==> src/rtl/mpd_pkg.sv <==
// ----------------------------------------------------------------------------
// Motor position PD package
// Shared constants for the position controller and its divider.
// ----------------------------------------------------------------------------
package mpd_pkg;

  localparam int unsigned NumPositionsDefault = 5;

  localparam int unsigned CfgIdxW  = 3;
  localparam int unsigned CfgDataW = 18;

  localparam logic [CfgIdxW-1:0] CfgPropGain      = 3'd0;
  localparam logic [CfgIdxW-1:0] CfgDerivGain     = 3'd1;
  localparam logic [CfgIdxW-1:0] CfgMaxVoltage    = 3'd2;
  localparam logic [CfgIdxW-1:0] CfgTargetSpeed   = 3'd3;
  localparam logic [CfgIdxW-1:0] CfgVoltageSlew   = 3'd4;
  localparam logic [CfgIdxW-1:0] CfgStepPeriod    = 3'd5;

  localparam logic [15:0] PropGainReset     = 16'd384;
  localparam logic [15:0] DerivGainReset    = 16'd1966;
  localparam logic [14:0] MaxVoltageReset   = 15'd3277;
  localparam logic [15:0] TargetSpeedReset  = 16'd16384;
  localparam logic [17:0] VoltageSlewReset  = 18'd16384;
  localparam logic [15:0] StepPeriodReset   = 16'd1000;

  localparam logic [31:0] DtMaxMs   = 32'd100;
  localparam logic [9:0]  MsPerS    = 10'd1000;
  localparam logic [16:0] TwoPiQ14  = 17'd102944;

  localparam int unsigned DivNumW = 34;
  localparam int unsigned DivDenW = 10;

endpackage

==> src/rtl/mpd_div.sv <==
// ----------------------------------------------------------------------------
// Motor position PD divider
// Restoring unsigned divider that produces one quotient bit per cycle.
// ----------------------------------------------------------------------------
module mpd_div #(
  parameter int unsigned NumW = mpd_pkg::DivNumW,
  parameter int unsigned DenW = mpd_pkg::DivDenW
) (
  input  logic            clk_i,
  input  logic            rst_ni,
  input  logic            start_i,
  input  logic [NumW-1:0] num_i,
  input  logic [DenW-1:0] den_i,
  output logic            done_o,
  output logic [NumW-1:0] quot_o
);

  localparam int unsigned CntW = $clog2(NumW + 1);

  logic            busy_q, busy_d;
  logic            done_q, done_d;
  logic [CntW-1:0] cnt_q, cnt_d;
  logic [NumW-1:0] num_q, num_d;
  logic [DenW-1:0] rem_q, rem_d;
  logic [DenW-1:0] den_q, den_d;
  logic [DenW:0]   trial;
  logic            ge;

  always_comb begin
    trial  = {rem_q, num_q[NumW-1]};
    ge     = trial >= {1'b0, den_q};
    busy_d = busy_q;
    done_d = 1'b0;
    cnt_d  = cnt_q;
    num_d  = num_q;
    rem_d  = rem_q;
    den_d  = den_q;
    if (start_i) begin
      busy_d = 1'b1;
      cnt_d  = CntW'(NumW);
      num_d  = num_i;
      rem_d  = '0;
      den_d  = den_i;
    end else if (busy_q) begin
      num_d = {num_q[NumW-2:0], ge};
      rem_d = ge ? DenW'(trial - {1'b0, den_q}) : trial[DenW-1:0];
      cnt_d = cnt_q - CntW'(1);
      if (cnt_q == CntW'(1)) begin
        busy_d = 1'b0;
        done_d = 1'b1;
      end
    end
  end

  always_ff @(posedge clk_i or negedge rst_ni) begin
    if (!rst_ni) begin
      busy_q <= 1'b0;
      done_q <= 1'b0;
      cnt_q  <= '0;
    end else begin
      busy_q <= busy_d;
      done_q <= done_d;
      cnt_q  <= cnt_d;
    end
  end

  always_ff @(posedge clk_i) begin
    num_q <= num_d;
    rem_q <= rem_d;
    den_q <= den_d;
  end

  assign done_o = done_q;
  assign quot_o = num_q;

endmodule

==> src/rtl/motor_position_pd_with_slew.sv <==
// ----------------------------------------------------------------------------
// Motor position PD controller with slew limiting
// Steps a goal through evenly spaced angles and drives Uq by PD control.
// ----------------------------------------------------------------------------
// The slave stream takes one word per control tick: the shaft angle and a
// millisecond timestamp. The master stream gives one word per tick: the
// clamped and slew-limited Uq in Q12 volts, the shaft angle for commutation
// and the current target position index. Gains and limits are written
// through the configuration channel, which is always ready.
// A word is worked through, from acceptance to a valid result, by three
// passes through the shared one-bit-per-cycle divider (34 iterations each,
// then the quotient is handed over) plus the steps of the shared
// multiplier and the sequencer. The block holds one word at a time: the
// slave side is not ready from acceptance until the cycle after the
// result has been taken, so no new word is taken before the last one is
// through. While the receiver stalls, the result holds and no new word is
// accepted.
// After reset the registers hold their default gains and limits, and the
// first word seeds the goal and smoothed target from its own shaft angle.
// ----------------------------------------------------------------------------
module motor_position_pd_with_slew #(
  parameter int unsigned NumPositions = mpd_pkg::NumPositionsDefault
) (
  input  logic                         clk_i,
  input  logic                         rst_ni,
  input  logic                         s_axis_tvalid_i,
  output logic                         s_axis_tready_o,
  // shaft_angle [15:0], time_ms [47:16]
  input  logic [47:0]                  s_axis_tdata_i,
  output logic                         m_axis_tvalid_o,
  input  logic                         m_axis_tready_i,
  // drive_voltage [15:0], commutation_angle [31:16], position_index [34:32]
  output logic [39:0]                  m_axis_tdata_o,
  input  logic                         cfg_valid_i,
  output logic                         cfg_ready_o,
  input  logic [mpd_pkg::CfgIdxW-1:0]  cfg_index_i,
  input  logic [mpd_pkg::CfgDataW-1:0] cfg_data_i
);

  localparam int unsigned IdxW = $clog2(NumPositions);
  localparam int unsigned NumW = mpd_pkg::DivNumW;
  localparam int unsigned DenW = mpd_pkg::DivDenW;

  localparam logic [4:0] StIdle   = 5'd0;
  localparam logic [4:0] StPrep   = 5'd1;
  localparam logic [4:0] StMulTs  = 5'd2;
  localparam logic [4:0] StDivTs  = 5'd3;
  localparam logic [4:0] StWaitTs = 5'd4;
  localparam logic [4:0] StSmooth = 5'd5;
  localparam logic [4:0] StDivVs  = 5'd6;
  localparam logic [4:0] StWaitVs = 5'd7;
  localparam logic [4:0] StMulPe  = 5'd8;
  localparam logic [4:0] StMulPed = 5'd9;
  localparam logic [4:0] StMulDd  = 5'd10;
  localparam logic [4:0] StMulDk  = 5'd11;
  localparam logic [4:0] StSum    = 5'd12;
  localparam logic [4:0] StMulLo  = 5'd13;
  localparam logic [4:0] StMulHi  = 5'd14;
  localparam logic [4:0] StDivUq  = 5'd15;
  localparam logic [4:0] StWaitUq = 5'd16;
  localparam logic [4:0] StOut    = 5'd17;

  logic [15:0] pos_tab [NumPositions];
  for (genvar k = 0; k < NumPositions; k++) begin : g_pos
    assign pos_tab[k] = 16'((k * 65536 + NumPositions / 2) / NumPositions);
  end

  logic [4:0]  state_q, state_d;
  logic [15:0] prop_q, deriv_q, tsc_q, period_q;
  logic [14:0] vmax_q;
  logic [17:0] vsc_q;

  logic            started_q;
  logic [31:0]     prev_tick_q, change_tick_q, now_q;
  logic [IdxW-1:0] idx_q;
  logic [15:0]     goal_q, smooth_q, prev_angle_q, prev_v_q, angle_q;
  logic [6:0]      dt_q;
  logic [16:0]     step_q, vstep_q;
  logic [56:0]     prod_q, prod_d;
  logic            sign_e_q, sign_d_q, ssign_q;
  logic [46:0]     pterm_q, smag_q;
  logic [40:0]     acc_q;

  logic [39:0] mul_a;
  logic [16:0] mul_b;

  logic            div_start, div_done;
  logic [NumW-1:0] div_num, div_quot;
  logic [DenW-1:0] div_den;

  logic [31:0]     el, chg_b, since;
  logic [6:0]      dt_new;
  logic            adv;
  logic [IdxW-1:0] idx_n;
  logic [15:0]     goal_b, terr, e_val, d_val, e_mag, d_mag;
  logic [17:0]     terr18, step18;
  logic [48:0]     pv, dv, s49;
  logic [64:0]     m_val;
  logic [14:0]     qc;
  logic [19:0]     uq20, last20, hi20, lo20, res20;

  assign cfg_ready_o = 1'b1;

  always_ff @(posedge clk_i or negedge rst_ni) begin
    if (!rst_ni) begin
      prop_q   <= mpd_pkg::PropGainReset;
      deriv_q  <= mpd_pkg::DerivGainReset;
      vmax_q   <= mpd_pkg::MaxVoltageReset;
      tsc_q    <= mpd_pkg::TargetSpeedReset;
      vsc_q    <= mpd_pkg::VoltageSlewReset;
      period_q <= mpd_pkg::StepPeriodReset;
    end else if (cfg_valid_i) begin
      unique case (cfg_index_i)
        mpd_pkg::CfgPropGain:    prop_q   <= cfg_data_i[15:0];
        mpd_pkg::CfgDerivGain:   deriv_q  <= cfg_data_i[15:0];
        mpd_pkg::CfgMaxVoltage:  vmax_q   <= cfg_data_i[14:0];
        mpd_pkg::CfgTargetSpeed: tsc_q    <= cfg_data_i[15:0];
        mpd_pkg::CfgVoltageSlew: vsc_q    <= cfg_data_i;
        mpd_pkg::CfgStepPeriod:  period_q <= cfg_data_i[15:0];
        default: ;
      endcase
    end
  end

  always_comb begin
    el     = now_q - prev_tick_q;
    dt_new = (started_q && el != '0 && el <= mpd_pkg::DtMaxMs) ? el[6:0] : 7'd1;
    chg_b  = started_q ? change_tick_q : now_q;
    goal_b = started_q ? goal_q : angle_q;
    since  = now_q - chg_b;
    adv    = since >= {16'd0, period_q};
    idx_n  = idx_q;
    if (adv) begin
      idx_n = (idx_q == IdxW'(NumPositions - 1)) ? '0 : idx_q + IdxW'(1);
    end
    terr   = goal_q - smooth_q;
    terr18 = {{2{terr[15]}}, terr};
    step18 = {1'b0, step_q};
    e_val  = smooth_q - angle_q;
    d_val  = angle_q - prev_angle_q;
    e_mag  = e_val[15] ? 16'(-e_val) : e_val;
    d_mag  = d_val[15] ? 16'(-d_val) : d_val;
    pv     = sign_e_q ? 49'(-{2'b0, pterm_q}) : {2'b0, pterm_q};
    dv     = sign_d_q ? 49'(-{7'b0, prod_q[41:0]}) : {7'b0, prod_q[41:0]};
    s49    = pv - dv;
    m_val  = {24'd0, acc_q} + {1'b0, prod_q[39:0], 24'd0};
    qc     = (div_quot > NumW'(vmax_q)) ? vmax_q : div_quot[14:0];
    uq20   = ssign_q ? 20'(-{5'b0, qc}) : {5'b0, qc};
    last20 = {{4{prev_v_q[15]}}, prev_v_q};
    hi20   = last20 + {3'b0, vstep_q};
    lo20   = last20 - {3'b0, vstep_q};
    if ($signed(uq20) > $signed(hi20)) begin
      res20 = hi20;
    end else if ($signed(uq20) < $signed(lo20)) begin
      res20 = lo20;
    end else begin
      res20 = uq20;
    end
  end

  always_comb begin
    mul_a = '0;
    mul_b = '0;
    unique case (state_q)
      StMulTs: begin
        mul_a = 40'(tsc_q);
        mul_b = 17'(dt_q);
      end
      StSmooth: begin
        mul_a = 40'(vsc_q);
        mul_b = 17'(dt_q);
      end
      StMulPe: begin
        mul_a = 40'(prop_q);
        mul_b = 17'(e_mag);
      end
      StMulPed: begin
        mul_a = 40'(prod_q[31:0]);
        mul_b = 17'(dt_q);
      end
      StMulDd: begin
        mul_a = 40'(deriv_q);
        mul_b = 17'(d_mag);
      end
      StMulDk: begin
        mul_a = 40'(prod_q[31:0]);
        mul_b = 17'(mpd_pkg::MsPerS);
      end
      StMulLo: begin
        mul_a = 40'(smag_q[23:0]);
        mul_b = mpd_pkg::TwoPiQ14;
      end
      StMulHi: begin
        mul_a = 40'(smag_q[46:24]);
        mul_b = mpd_pkg::TwoPiQ14;
      end
      default: ;
    endcase
    prod_d = mul_a * mul_b;
  end

  always_comb begin
    div_start = 1'b0;
    div_num   = '0;
    div_den   = DenW'(mpd_pkg::MsPerS);
    unique case (state_q)
      StDivTs, StDivVs: begin
        div_start = 1'b1;
        div_num   = {9'd0, prod_q[24:0]} + NumW'(mpd_pkg::MsPerS / 2);
      end
      StDivUq: begin
        div_start = 1'b1;
        div_num   = NumW'(m_val[64:33]) + NumW'(dt_q);
        div_den   = {2'b0, dt_q, 1'b0};
      end
      default: ;
    endcase
  end

  mpd_div #(
    .NumW(NumW),
    .DenW(DenW)
  ) u_div (
    .clk_i,
    .rst_ni,
    .start_i (div_start),
    .num_i   (div_num),
    .den_i   (div_den),
    .done_o  (div_done),
    .quot_o  (div_quot)
  );

  always_comb begin
    state_d = state_q;
    unique case (state_q)
      StIdle:   if (s_axis_tvalid_i) state_d = StPrep;
      StPrep:   state_d = StMulTs;
      StMulTs:  state_d = StDivTs;
      StDivTs:  state_d = StWaitTs;
      StWaitTs: if (div_done) state_d = StSmooth;
      StSmooth: state_d = StDivVs;
      StDivVs:  state_d = StWaitVs;
      StWaitVs: if (div_done) state_d = StMulPe;
      StMulPe:  state_d = StMulPed;
      StMulPed: state_d = StMulDd;
      StMulDd:  state_d = StMulDk;
      StMulDk:  state_d = StSum;
      StSum:    state_d = StMulLo;
      StMulLo:  state_d = StMulHi;
      StMulHi:  state_d = StDivUq;
      StDivUq:  state_d = StWaitUq;
      StWaitUq: if (div_done) state_d = StOut;
      StOut:    if (m_axis_tready_i) state_d = StIdle;
      default:  state_d = StIdle;
    endcase
  end

  always_ff @(posedge clk_i or negedge rst_ni) begin
    if (!rst_ni) begin
      state_q       <= StIdle;
      started_q     <= 1'b0;
      prev_tick_q   <= '0;
      change_tick_q <= '0;
      idx_q         <= '0;
      goal_q        <= '0;
      smooth_q      <= '0;
      prev_angle_q  <= '0;
      prev_v_q      <= '0;
    end else begin
      state_q <= state_d;
      unique case (state_q)
        StPrep: begin
          started_q     <= 1'b1;
          prev_tick_q   <= now_q;
          idx_q         <= idx_n;
          goal_q        <= adv ? pos_tab[idx_n] : goal_b;
          change_tick_q <= adv ? now_q : chg_b;
          if (!started_q) begin
            smooth_q     <= angle_q;
            prev_angle_q <= angle_q;
            prev_v_q     <= '0;
          end
        end
        StSmooth: begin
          if ($signed(terr18) > $signed(step18)) begin
            smooth_q <= smooth_q + step_q[15:0];
          end else if ($signed(terr18) < -$signed(step18)) begin
            smooth_q <= smooth_q - step_q[15:0];
          end else begin
            smooth_q <= goal_q;
          end
        end
        StMulDd:  prev_angle_q <= angle_q;
        StWaitUq: if (div_done) prev_v_q <= res20[15:0];
        default: ;
      endcase
    end
  end

  always_ff @(posedge clk_i) begin
    prod_q <= prod_d;
    if (state_q == StIdle && s_axis_tvalid_i) begin
      angle_q <= s_axis_tdata_i[15:0];
      now_q   <= s_axis_tdata_i[47:16];
    end
    if (state_q == StPrep) begin
      dt_q <= dt_new;
    end
    if (state_q == StWaitTs && div_done) begin
      step_q <= div_quot[16:0];
    end
    if (state_q == StWaitVs && div_done) begin
      vstep_q <= div_quot[16:0];
    end
    if (state_q == StMulPe) begin
      sign_e_q <= e_val[15];
    end
    if (state_q == StMulDd) begin
      sign_d_q <= d_val[15];
      pterm_q  <= {prod_q[38:0], 8'd0};
    end
    if (state_q == StSum) begin
      ssign_q <= s49[48];
      smag_q  <= s49[48] ? 47'(-s49) : s49[46:0];
    end
    if (state_q == StMulHi) begin
      acc_q <= prod_q[40:0];
    end
  end

  assign s_axis_tready_o = (state_q == StIdle);
  assign m_axis_tvalid_o = (state_q == StOut);
  assign m_axis_tdata_o  = {5'd0, 3'(idx_q), angle_q, prev_v_q};

  // The block never takes a word while a result is still on offer.
  assert property (@(posedge clk_i) disable iff (!rst_ni)
    !(s_axis_tready_o && m_axis_tvalid_o))
    else $error("input ready while a result is pending");

  // Exactly one result leaves per accepted word.
  assert property (@(posedge clk_i) disable iff (!rst_ni)
    (m_axis_tvalid_o && m_axis_tready_i) |=> !m_axis_tvalid_o)
    else $error("result repeated");

  // The position index stays inside the ring of positions.
  assert property (@(posedge clk_i) disable iff (!rst_ni)
    m_axis_tvalid_o |-> (32'(idx_q) < NumPositions))
    else $error("position index out of range");

  // A divider result only arrives in a state that waits for it.
  assert property (@(posedge clk_i) disable iff (!rst_ni)
    div_done |-> (state_q == StWaitTs || state_q == StWaitVs || state_q == StWaitUq))
    else $error("divider finished outside a wait state");

endmodule
==> config.mk <==
export PLATFORM = sky130hd
export DESIGN_NAME = motor_position_pd_with_slew
export DESIGN_NICKNAME = d
export VERILOG_FILES = /design/src/rtl/mpd_pkg.sv /design/src/rtl/mpd_div.sv /design/src/rtl/motor_position_pd_with_slew.sv
export SDC_FILE = /design/constraint.sdc
export NUM_CORES = 2
export LEC_CHECK = 0
export BUFFER_PORTS_ARGS = -buffer_cell sky130_fd_sc_hd__buf_2
export CAP_MARGIN = 15
export CORE_MARGIN = 5
export CORE_UTILIZATION = 45
export CTS_BUF_LIST = sky130_fd_sc_hd__clkbuf_16
export CTS_CLUSTER_SIZE = 20
export DETAILED_ROUTE_END_ITERATION = 7
export GPL_TIMING_DRIVEN = 1
export MAX_ROUTING_LAYER = met4
export SETUP_SLACK_MARGIN = 0.2
export SLEW_MARGIN = 20
export SYNTH_ARGS = -nofsm -noshare
export SYNTH_HDL_FRONTEND = slang
export SYNTH_SLANG_ARGS = --single-unit
==> constraint.sdc <==
create_clock -name clk_i -period 12.95 [get_ports clk_i]
set_clock_uncertainty 0.1 [all_clocks]
set_input_delay 0.6475 -clock clk_i [delete_from_list [all_inputs] [get_ports clk_i]]
set_output_delay 0.6475 -clock clk_i [all_outputs]
set_load 0.05 [all_outputs]
# Yosys cells after proc, flatten, opt, wreduce, memory -nomap -nowiden
# Memory sizes are Yosys's and may differ from the RTL's.
# Cells that the tools add are included.
[totals]
register_bits = 557
latchBits = 0
ram_bits = 0
mem_bits_ro = 128
elab_cells = 174
memories = 1
[classes]
n_addsub = 23
multipliers = 1
div_mod_pow = 0
n_lt_le_gt_ge = 9
eq_ne = 31
n_shift = 0
mux = 46
bitwise = 1
reduce_logical = 28
[mem_list]
columns = ["name", "depth", "word_bits", "read_ports", "rd_clocked_by_memory_dff", "write_ports", "line_no", "source"]
rows = [
  ["(no name shown)", 8, 16, 1, 0, 0, "motor_position_pd_with_slew.sv:276", "goal_q <= adv ? pos_tab[idx_n] : goal_b;"],
]
[op_table]
columns = ["operator", "count"]
rows = [
  ["$pmux 32 s7", 1],
  ["$mux 16", 12],
  ["$mux 49", 2],
  ["$pmux 16 s2", 3],
  ["$pmux 5 s18", 1],
  ["$pmux 17 s5", 1],
  ["$mux 34", 2],
  ["$pmux 33 s2", 1],
  ["$add 41x64->65", 1],
  ["$mux 32", 2],
  ["$sub 16x16->16", 4],
  ["$sub 32x32->32", 2],
  ["$neg 42->49", 1],
  ["$neg 47->49", 1],
  ["$sub 49x49->49", 1],
  ["$mux 47", 1],
  ["$neg 47->47", 1],
  ["$mul 32x17->42", 1],
  ["$eq 5x4->1 const B", 8],
  ["$gt 34x15->1", 1],
  ["$add 32x7->33", 1],
  ["$ge 32x16->1", 1],
  ["$le 32x7->1 const B", 1],
  ["$neg 16->16", 2],
  ["43 further kinds", 87],
]

# Logic depth before layout (Yosys ltp)
[logic_depth]
depth_word = 9
depth_mapped = 46

# By module
# Synthesis repeated with hierarchy kept, for this count alone.
[hier_totals]
cells_unflattened = 6195
hier_area_um2 = 56336.5
[by_module_without_submodules]
columns = ["mod", "n_inst", "cells_each", "area_each_um2"]
rows = [
  ["motor_position_pd_with_slew", 1, 5955, 53246.1],
  ["mpd_div", 1, 240, 3090.5],
]

# Least setup slack after synthesis
# OpenSTA, ideal clock, no wires.
[synth_path]
path_kind = "register to register"
startpoint = "reg angle_q[1]"
endpoint = "reg prod_q[40]"
setup_time_ns = 0.127
arrival_ns = 10.328
t_required_ns = 12.723
path_slack_ns = 2.395
stages_incl_launch_ff = 41
synth_period_minus_slack_ns = 10.555
cell_sequence = "edfxtp_1 inv_1 ha_1 nor2b_1 o21ai_0 a21boi_0 o21ai_0 a21boi_0 o2111a_1 or4b_1 a2111o_1 and3_1 clkbuf_1 inv_1 o21ai_0 xnor2_1 nor2_1 a211oi_1 [... 5 more ...] fa_1 fa_1 fa_1 inv_1 fa_1 inv_1 ha_1 a21o_1 a21oi_1 nor4bb_1 a31oi_1 o211ai_1 o21a_1 o21ai_0 a2111o_1 a31oi_1 o21ai_0 xor2_1"
[synth_via]
elab_chain_cells = 5
word_cells_on_any_way = 8
classes_between = "add/sub (4); mul (1); mux (3)"
[synth_lines]
columns = ["item", "line_no", "source"]
rows = [
  ["from (decl)", "motor_position_pd_with_slew.sv:76", "logic [15:0] goal_q, smooth_q, prev_angle_q, prev_v_q, angle_q;"],
  ["from (signal assigned)", "motor_position_pd_with_slew.sv:303", "angle_q <= s_axis_tdata_i[15:0];"],
  ["$sub 16x16->16, on equally long branches", "motor_position_pd_with_slew.sv:140, motor_position_pd_with_slew.sv:139", ""],
  ["$neg 16->16, on equally long branches", "motor_position_pd_with_slew.sv:142, motor_position_pd_with_slew.sv:141", ""],
  ["$mux 16, on equally long branches", "motor_position_pd_with_slew.sv:142, motor_position_pd_with_slew.sv:141", ""],
  ["$pmux 17 s5 *", "motor_position_pd_with_slew.sv:164", "unique case (state_q)"],
  ["$mul 32x17->42 *", "motor_position_pd_with_slew.sv:199", "prod_d = mul_a * mul_b;"],
  ["via prod_d[40]", "motor_position_pd_with_slew.sv:79", "logic [56:0] prod_q, prod_d;"],
  ["to (signal assigned)", "motor_position_pd_with_slew.sv:301", "prod_q <= prod_d;"],
  ["to (decl)", "motor_position_pd_with_slew.sv:79", ""],
]
# Mark *: on every way through the listed nets, which the timed path passes. The rest lies on a longest branch.
# A chain may end at the register's enable or synchronous reset.

# Worst setup path in the final report
# Ends and elaborated chain as after synthesis.

==> results.sh <==
export IMPL_outcome="finished clean"
export IMPL_hold_depth=1
export IMPL_ir_drop_uv=431
export IMPL_io_pins=117
export IMPL_whs_endpoint="now_q[23]$_DFFE_PP_"
export IMPL_hold_start="s_axis_tdata_i[39]"
export IMPL_tightest_slew_ns=1.13
export IMPL_max_cap_violations=0
export IMPL_wl_per_cell_um=21.2
export IMPL_r2r_end="prod_q[40]$_DFF_P_"
export IMPL_cts_tree="yes"
export IMPL_ant_nets=0
export IMPL_final_util=0.492
export IMPL_grt_pass1_wl_mm=262
export IMPL_hpwl_mm=129
export IMPL_cts_hold_buffers=5
export IMPL_die_w_um=361
export IMPL_pwr_share_comb=0.694
export IMPL_finalCritPeriodShare=0.914
export IMPL_start_util=0.453
export IMPL_switchingPower_uw=7980
export IMPL_reg2reg_depth=40
export IMPL_intPower_uw=7640
export IMPL_drtIter0Drc=3467
export IMPL_seq_power_share=0.189
export IMPL_grt_pass1_vias=44200
export IMPL_fmax_mhz=84.4
export IMPL_synth_seq_cells=531
export IMPL_die_area_um2=130000
export IMPL_path_max_fanout=12
export IMPL_htree_levels=2
export IMPL_cp_slowest_cell="a221o_1"
export IMPL_yosysWarnings=0
export IMPL_rows=128
export IMPL_cp_data_arrival_time_ns=12.29
export IMPL_cts_root_buf="clkbuf_16"
export IMPL_vias_per_cell=5.64
export IMPL_hold_path_class="primary input to flop"
export IMPL_drt_pass1_iter_count=6
export IMPL_gp_congestion=0.938
export IMPL_syn_avg_cell_area_um2=9.00
export IMPL_synth_seq_area_share=0.257
export IMPL_syn_area_um2=55300
export IMPL_async_flop_share=0.456
export IMPL_max_slew_margin=0.244
export IMPL_antenna_found_initial=10
export IMPL_clock_latency_ns=0.68
export IMPL_fin_cells=7894
export IMPL_finalSetupViolations=0
export IMPL_grt_use_total=0.262
export IMPL_layout_drive_gt1_share=0.0832
export IMPL_tns_ns=0
export IMPL_crit_type="flop to flop"
export IMPL_power_frac_clock=0.118
export IMPL_die_y_um=361
export IMPL_cts_repair_resized=0
export IMPL_p_per_area_nw_per_um2=260
export IMPL_cts_made_buffers=60
export IMPL_critPathMostFrequentCell="inv_1"
export IMPL_cts_clk_slew_worst_paths_ns=0.07
export IMPL_num_vias=44500
export IMPL_final_nets=7178
export IMPL_fillCellCount=11700
export IMPL_drc=0
export IMPL_postSynthCellCount=6147
export IMPL_totalWireLength_mm=167
export IMPL_final_hold_violation_count=0
export IMPL_rsz0062_at_grt="no"
export IMPL_dominantRegCellSynth="edfxtp_1"
export IMPL_synth_edf_count=237
export IMPL_p_leak_uw=0.0276
export IMPL_reg2reg_slack_ns=1.11
export IMPL_end_kind="flop"
export IMPL_yosysTopAreaCellShare=0.160
export IMPL_cts_buffer_depth=3
export IMPL_grt_max_degree=79
export IMPL_grt_ovfl_total=0
export IMPL_most_common_layout_cells="inv_1 (866), nand2_1 (693), ha_1 (454)"
export IMPL_synth_area_leader_cell="fa_1"
export IMPL_sw_frac_of_total=0.511
export IMPL_port_buffers=110
export IMPL_core_um2=122000
export IMPL_critPathLaunchType="flop"
export IMPL_place_detailed_instances=7765
export IMPL_synth_cell_type_count=95
export IMPL_post_cts_buffers=0
export IMPL_synth_area_leaders="fa_1 (16%), edfxtp_1 (13%), ha_1 (10%)"
export IMPL_cp_required_ns=13.40
export IMPL_reg2reg_from="angle_q[1]$_DFFE_PP_"
export IMPL_cts_sinks=531
export IMPL_slowest_delay_ns=0.70
export IMPL_final_common_cell="inv_1"
export IMPL_syn2layout_area_growth_pct=8.44
export IMPL_slew_viol_final=0
export IMPL_fin_crit_ns=11.84
[sequential cells by signal (all words and copies together) (netlist names), 17 cells and up]
signal	cells
change_tick_q	32
prev_tick_q	32
pterm_q	39
vsc_q	18
step_q	17
vstep_q	17
u_div.quot_o	34
smag_q	47
prod_q	42
now_q	32
acc_q	17
[final cells by class]
cell class                      instances  area [µm²]  share of cell area
Clock buffer                           60        1500              0.0250
Inverter                              859        3220              0.0537
Sequential cell                       531       14200               0.237
Tap cell                             1625        2030              0.0339
Antenna cell                            8        20.0            0.000334
Multi-Input combinational cell       4564       37200               0.620
Clock inverter                         54         566             0.00943
Timing Repair Buffer                  193        1210              0.0201
[metrics by stage]
step / hold slack, ns / total power [µW] / worst slack, ns / instance area (µm²)
6_report: 0.0457 / 15600 / 1.11 / 60000
5_1_grt: 0.0126 / 17000 / 0.358 / 60000
4_1_cts: 0.000592 / 15600 / 1.18 / 59900
3_5_place_dp: 0.363 / 13600 / 1.25 / 57800
3_3_place_gp: 0.361 / 13500 / 1.36 / 57800
2_1_floorplan: 0.252 / 10700 / 2.40 / 55600
[cell usage after synthesis (27+ instances only)]
cell type and instances:
a221oi_1 43, nand2_1 694, a22oi_1 40, o21bai_1 45, nor4_1 39, a21boi_0 27
inv_1 856, clkbuf_1 218, nand3_1 88, o21a_1 50, a21o_1 130, and3_1 59
ha_1 454, xor2_1 175, nand4_1 57, o211ai_1 31, edfxtp_1 237, dfrtp_1 217
xnor2_1 259, or3_1 55, o221ai_1 30, o21ai_0 309, nor2b_1 76, o31ai_1 40
nor2_1 300, mux2i_1 52, and2_1 49, fa_1 441, a31oi_1 28, a21oi_1 310
dfxtp_1 52, mux2_2 142, nor3_1 106, nand2b_1 60
[power groups by stage]
stage          registers, µW  logic, µW  clock network (µW)
2_1_floorplan           2730       7970                   0
3_3_place_gp            2960      10600                   0
3_5_place_dp            2970      10700                   0
4_1_cts                 2940      10800                1870
5_1_grt                 2990      12100                1940
6_report                2950      10800                1840
[worst max-delay path, delay by kind of cell, from the launching register on]
kind                       cells  cell delay [ns]
AOI/OAI and AO/OA             16             4.69
DFF                            1             0.48
buffers and inverters          8             1.01
and+or+nand+nor                6             1.52
xor gates and xnor gates       2             0.32
adders and majority gates      8             3.56
[kinds of logic (layout without fill, tap and decap cells)]
group,after synthesis,in the layout,share of synthesized area
simple gates,1691,1691,0.145
compound gates,1280,1280,0.150
buf+inv,1116,1166,0.0769
fa+ha+maj,897,897,0.263
flops,531,531,0.257
xor+xnor,436,436,0.0693
mux,194,194,0.0383
other cells,2,74,0.000136
[per-layer routing]
metal / global-route usage / wire, µm / vias up
met5: - / 0 / -
met2: 0.416 / 76900 / 1291
met1: 0.353 / 74400 / 22000
met4: 0.0633 / 4720 / 0
li1: - / - / 20900
met3: 0.0433 / 11400 / 282
[worst max-delay path by stage]
stage                    endpoint  depth (start not counted)                 start
2_1_floorplan  prod_q[40]$_DFF_P_                         40  angle_q[1]$_DFFE_PP_
3_3_place_gp   prod_q[40]$_DFF_P_                         40  angle_q[1]$_DFFE_PP_
3_5_place_dp   prod_q[40]$_DFF_P_                         40  angle_q[1]$_DFFE_PP_
4_1_cts        prod_q[40]$_DFF_P_                         40  angle_q[1]$_DFFE_PP_
5_1_grt        prod_q[40]$_DFF_P_                         40  angle_q[1]$_DFFE_PP_
6_report       prod_q[40]$_DFF_P_                         40  angle_q[1]$_DFFE_PP_
No activity file was read; power rests on OpenSTA's default activity.
